[config.mk]
export PLATFORM = sky130hd
export DESIGN_NAME = cpus_cell
export DESIGN_NICKNAME = d
export VERILOG_FILES = /design/src/rtl/core/cpus_pkg.sv /design/src/rtl/core/cpus_cell.sv
export SDC_FILE = /design/constraint.sdc
export NUM_CORES = 1
export LEC_CHECK = 0
export ABC_CLOCK_PERIOD_IN_PS = 11300
export BUFFER_PORTS_ARGS = -buffer_cell sky130_fd_sc_hd__buf_2
export CORE_UTILIZATION = 39
export DETAILED_ROUTE_END_ITERATION = 7
export GPL_TIMING_DRIVEN = 1
export SLEW_MARGIN = 20
export SYNTH_ARGS = -nofsm -noshare
export SYNTH_HDL_FRONTEND = slang
export SYNTH_SLANG_ARGS = --single-unit
[constraint.sdc]
create_clock -name clk -period 11.3 [get_ports clk]
set_input_delay 0.565 -clock clk [delete_from_list [all_inputs] [get_ports clk]]
set_output_delay 0.565 -clock clk [all_outputs]
set_load 0.1 [all_outputs]
[src/rtl/core/cpus_pkg.sv]
`default_nettype none
package cpus_pkg;

    // register indexes
    localparam logic [1:0] REG_POLICY  = 2'd0;
    localparam logic [1:0] REG_QUANTUM = 2'd1;

    // policy codes
    localparam logic [1:0] POL_FCFS = 2'd0;
    localparam logic [1:0] POL_SRTF = 2'd1;
    localparam logic [1:0] POL_RR   = 2'd2;

    // command codes
    localparam logic CMD_ARRIVE = 1'b0;
    localparam logic CMD_TICK   = 1'b1;

    typedef struct packed {
        logic [15:0] ident;
        logic [15:0] remaining;
        logic [31:0] arrival;
        logic [31:0] halted_at;
        logic        started;
    } entry_t;

    // entry travelling down the cell row looking for its slot
    typedef struct packed {
        logic   valid;
        logic   swap;     // slot already found upstream, push everything down
        logic   by_rem;   // stop at first entry with larger remaining time
        entry_t entry;
    } carry_t;

    typedef struct packed {
        logic        command;
        logic [15:0] process_id;
        logic [15:0] burst_length;
    } in_t;

    typedef struct packed {
        logic [15:0] running_id;
        logic        cpu_idle;
        logic        finished;
        logic [31:0] current_time;
        logic [31:0] idle_ticks;
        logic [47:0] wait_total;
        logic [47:0] response_total;
        logic [47:0] turnaround_total;
        logic        overflow;
    } out_t;

    typedef enum logic [2:0] {
        ST_IDLE,
        ST_PICK,
        ST_PREEMPT,
        ST_RUN,
        ST_SETTLE
    } st_t;

endpackage
`default_nettype wire

[src/rtl/core/cpus_cell.sv]
`default_nettype none
module cpus_cell (
    input  wire              clk,
    input  wire              rst_n,
    input  wire              shift,        // queue head removed: take right neighbor
    input  wire              right_valid,
    input  wire cpus_pkg::entry_t right_entry,
    input  wire cpus_pkg::carry_t carry_in,
    output cpus_pkg::carry_t carry_out,
    output logic             valid,
    output cpus_pkg::entry_t entry
);
    import cpus_pkg::*;

    logic   valid_reg, valid_next;
    entry_t entry_reg, entry_next;
    carry_t carry_reg, carry_next;

    // slot decision for a passing entry, or take the right neighbor on a shift
    always_comb
    begin
        valid_next = valid_reg;
        entry_next = entry_reg;
        carry_next = carry_in;
        if (shift)
        begin
            valid_next       = right_valid;
            entry_next       = right_entry;
            carry_next.valid = 1'b0;
        end
        else if (carry_in.valid)
        begin
            if (!valid_reg)
            begin
                valid_next       = 1'b1;
                entry_next       = carry_in.entry;
                carry_next.valid = 1'b0;
            end
            else if (carry_in.swap ||
                     (carry_in.by_rem && entry_reg.remaining > carry_in.entry.remaining))
            begin
                entry_next       = carry_in.entry;
                carry_next.swap  = 1'b1;
                carry_next.entry = entry_reg;
            end
        end
    end

    always_ff @(posedge clk or negedge rst_n)
    begin
        if (!rst_n)
        begin
            valid_reg <= 1'b0;
            carry_reg <= '0;
        end
        else
        begin
            valid_reg <= valid_next;
            carry_reg <= carry_next;
        end
    end

    always_ff @(posedge clk)
    begin
        entry_reg <= entry_next;
    end

    assign carry_out = carry_reg;
    assign valid     = valid_reg;
    assign entry     = entry_reg;

endmodule
`default_nettype wire

Word level (Yosys, flattened, before mapping)
Index checks and enable logic that the tools add are counted.
- $lt $le $gt $ge: 1
- equal/unequal tests: 1
- mux-type cells: 16
- reduce and logical (&&, ||, !) cells: 4
- operator list (cell ; count):
    $mux W97 ; 8
    $gt A16 B16 Y1 ; 1
    $mux W1 ; 7
    $ne A3 B2 Y1 const B ; 1
    $mux W2 ; 1
    $reduce_and A2 Y1 ; 1
    $reduce_bool A2 Y1 ; 1
    $logic_and A1 B1 Y1 ; 1
    $logic_or A1 B1 Y1 ; 1
- flip-flop bits (word level): 198
- bits of input ports: 201
- output and inout bits: 198

Logic depth before layout (Yosys ltp)
- word-level depth: 7
- depth in mapped cells: 11

Least setup slack after synthesis
No wires, ideal clock.
- kind: register to register
- start point: register entry_reg (netlist bit entry[76])
- end point: register entry_reg (netlist bit entry[0]) (enable)
- setup time: 0.464 ns
- arrival time: 4.662 ns
- required time: 10.836 ns
- path slack: 6.174 ns
- stages on the path, launching flop included: 9
- clock period less this slack: 5.126 ns
- cell sequence: edfxtp_1 -> ha_1 -> nand4_1 -> nor4_2 -> o21ai_2 -> buf_6 -> buf_2 -> a31oi_1 -> o22a_1
- cells in the longest elaborated chain, start to end: 5
- RTL lines (element ; RTL line ; source):
    start: declaration ; cpus_cell.sv:16 ; entry_t entry_reg, entry_next;
    start signal: assignment ; cpus_cell.sv:65 ; entry_reg <= entry_next;
    $gt A16 B16 Y1 ; cpus_cell.sv:40 ; (carry_in.by_rem && entry_reg.remaining > carry_in.entry.remaining))
    $logic_and A1 B1 Y1 ; cpus_cell.sv:40 ;
    $logic_or A1 B1 Y1 ; cpus_cell.sv:39 ; else if (carry_in.swap ||
    $ne A3 B2 Y1 (no line) ; - ;
    $reduce_and A2 Y1 (no line) ; - ;
No other way between the ends.
A chain may end at the register's enable or synchronous reset.

Worst setup path in the final report
- start point: register entry_reg (netlist bit entry[76])
- end point: register entry_reg (netlist bit entry[67]) (enable)
The elaborated chain is that of the path after synthesis.

==> metrics.txt <==
grt total ovfl 0; Power per Cell Area 167 nW/um2; RD Place Congestion 0.799; CTS Buffer Depth 2; CTS tree built; commonest non-fill, non-tap cell in the layout buf_2; Unique masters post-synth 30; vias per inst 6.07; Layout Skew 0.0149 ns; fmax 0.244 GHz; share of cells above drive strength 1 0.353; RSZ-0062 raised after global routing false; Setup crit start kind flop; clock root cell clkbuf_16; drt wl/cell 20.6 um; Pleak 6.21 nW; GRT Resource Usage Total 0.243; Post-DP Area 14100 um2; DR pass1 iterations 7; most frequent cells in the layout 395 x buf_2, 121 x nand2_1, 101 x dfrtp_1; Crit Path Class flop to flop; clock period minus worst slack 4.10 ns; synth warn 0; pre-CTS setup slack 6.90 ns; cts bufs inserted 17; Multi-input gate area 5960 um2; fraction of registers with async set/reset 0.510; CTS sink cnt 198; final worst slack 7.20 ns; max reg flops 100; drt drc 0; Hold WC Path Type input port to async pin; core area 30600 um2; fillcell total 2908; Synth Instances 1212; hold_buf cts 0; die area 31800 um2; worst-margin pin slew 1.16 ns; initial antenna violation count 3; worst path required time 11.37 ns; Ports 399; layout net count 1708; DP Wirelength 24.0 mm; Tcrit/Tclk final 0.363; final setup fails 0; vias in the first global route 10782; Area contributors post-synth edfxtp_1 24%, dfrtp_1 21%, a311o_1 8.0%, mux2_2 7.6%, a221oi_1 7.0%; Clk Latency, worst-skew pair 0.45 ns; chip width 178 um; Post-Route WL 39.3 mm; Syn-to-layout area delta 20.8%; Final Hold Viols 0; EDFF count, synth 97; #FFs+latches synth 198; Worst R2R Start entry[76]; Seq/Total Area, Yosys 0.449; 1st-iter DRT viols 1232; Post-Route Setup TNS 0 ns; status finished clean; Finished Cell Area 14600 um2; max capacitance violation total 0; Reg clk slew, reported paths 0.07 ns; Crit Path Max Fanout 93; Synth Cell Area 12100 um2; maximum VDD drop 0.104 mV; Yosys top cell area share 0.240; initial core utilization 0.396; Worst slew margin 0.230; Mapped Avg Cell Area 10.0 um2; Port Buf Inserts 398; Seq. cell area 5440 um2; vias 11543; die extent in y 178 um; syn_nets 1429; post-CTS sizing 0; launch point of the critical path entry[76]; global-route wire length before repair 60.4 mm; Max Slew Vio Count 0; largest net degree at the start of global routing 107; arrival time worst endpoint 4.17 ns; row count 64; critical path capture point type flop; H-tree Lvls 4; Main synth FF type dfrtp_1; post-route ant nets 0; cell taking the most area after synthesis edfxtp_1; Post-CTS Setup Inserts 0; fin util 0.478
-- cells by family after synthesis --
family	Yosys count	share of synthesized area
buffers and inverters	171	0.0628
muxes	82	0.0762
AOI/OAI and AO/OA	225	0.165
and+or+nand+nor	520	0.230
adders and majority gates	16	0.0165
DFF	198	0.449
-- power by group --
| part | internal [mW] | total (mW) | switching [mW] |
|---|---|---|---|
| combinational | 0.172 | 0.962 | 0.790 |
| sequential | 0.844 | 0.886 | 0.0423 |
| clock | 0.309 | 0.596 | 0.287 |
-- critical path: stages, from the launching register on --
cell and delay, ns:
edfxtp_1 0.44, ha_1 0.34, nand2_1 0.06, o21ai_0 0.29, nand2b_4 0.58, a31oi_1 0.53
o22a_4 0.65, buf_4 0.76
-- final timing paths --
kind	end	slack, ns	cells past startpoint
max reg2reg	entry[67]	7.20	7
max	entry[67]	7.20	7
min	carry_out[50]	0.11	1
min in group clk	carry_out[97]	0.27	1
min reg2reg	valid	0.61	2
max in group asynchronous	carry_out[28]	9.80	2
-- cells in the mapped netlist, types with 19 or more instances --
cell type / number
a221oi_1: 97
clkbuf_1: 88
nand2_1: 121
nand3_1: 98
nor2_1: 19
edfxtp_1: 97
nand4_1: 99
mux2_2: 82
nor2b_1: 82
buf_2: 47
dfrtp_1: 101
a311o_1: 97
and3_1: 97
-- metal layers --
metal  global-route usage  part of all wire
met3               0.0469             0.065
met5                    0                 0
met2                0.397              0.49
met4                0.108             0.036
met1                0.312              0.41
-- metrics by stage --
step                hold slack [ns]  total power, mW  cells
finish                        0.109             2.44   1902
global route                  0.139             2.54   1902
global placement              0.583             1.86   1868
detailed placement            0.605             1.86   1868
CTS                           0.125             2.46   1899
floorplan                     0.269             1.66   1212
-- layout make-up --
type | instances | share of cell area
Sequential cell | 198 | 0.372
Multi-Input combinational cell | 843 | 0.407
Antenna cell | 3 | 0.000513
Inverter | 18 | 0.00479
Timing Repair Buffer | 413 | 0.145
Tap cell | 396 | 0.0339
Clock buffer | 20 | 0.0305
Clock inverter | 11 | 0.00701
Power figures use the tool's default switching activity.
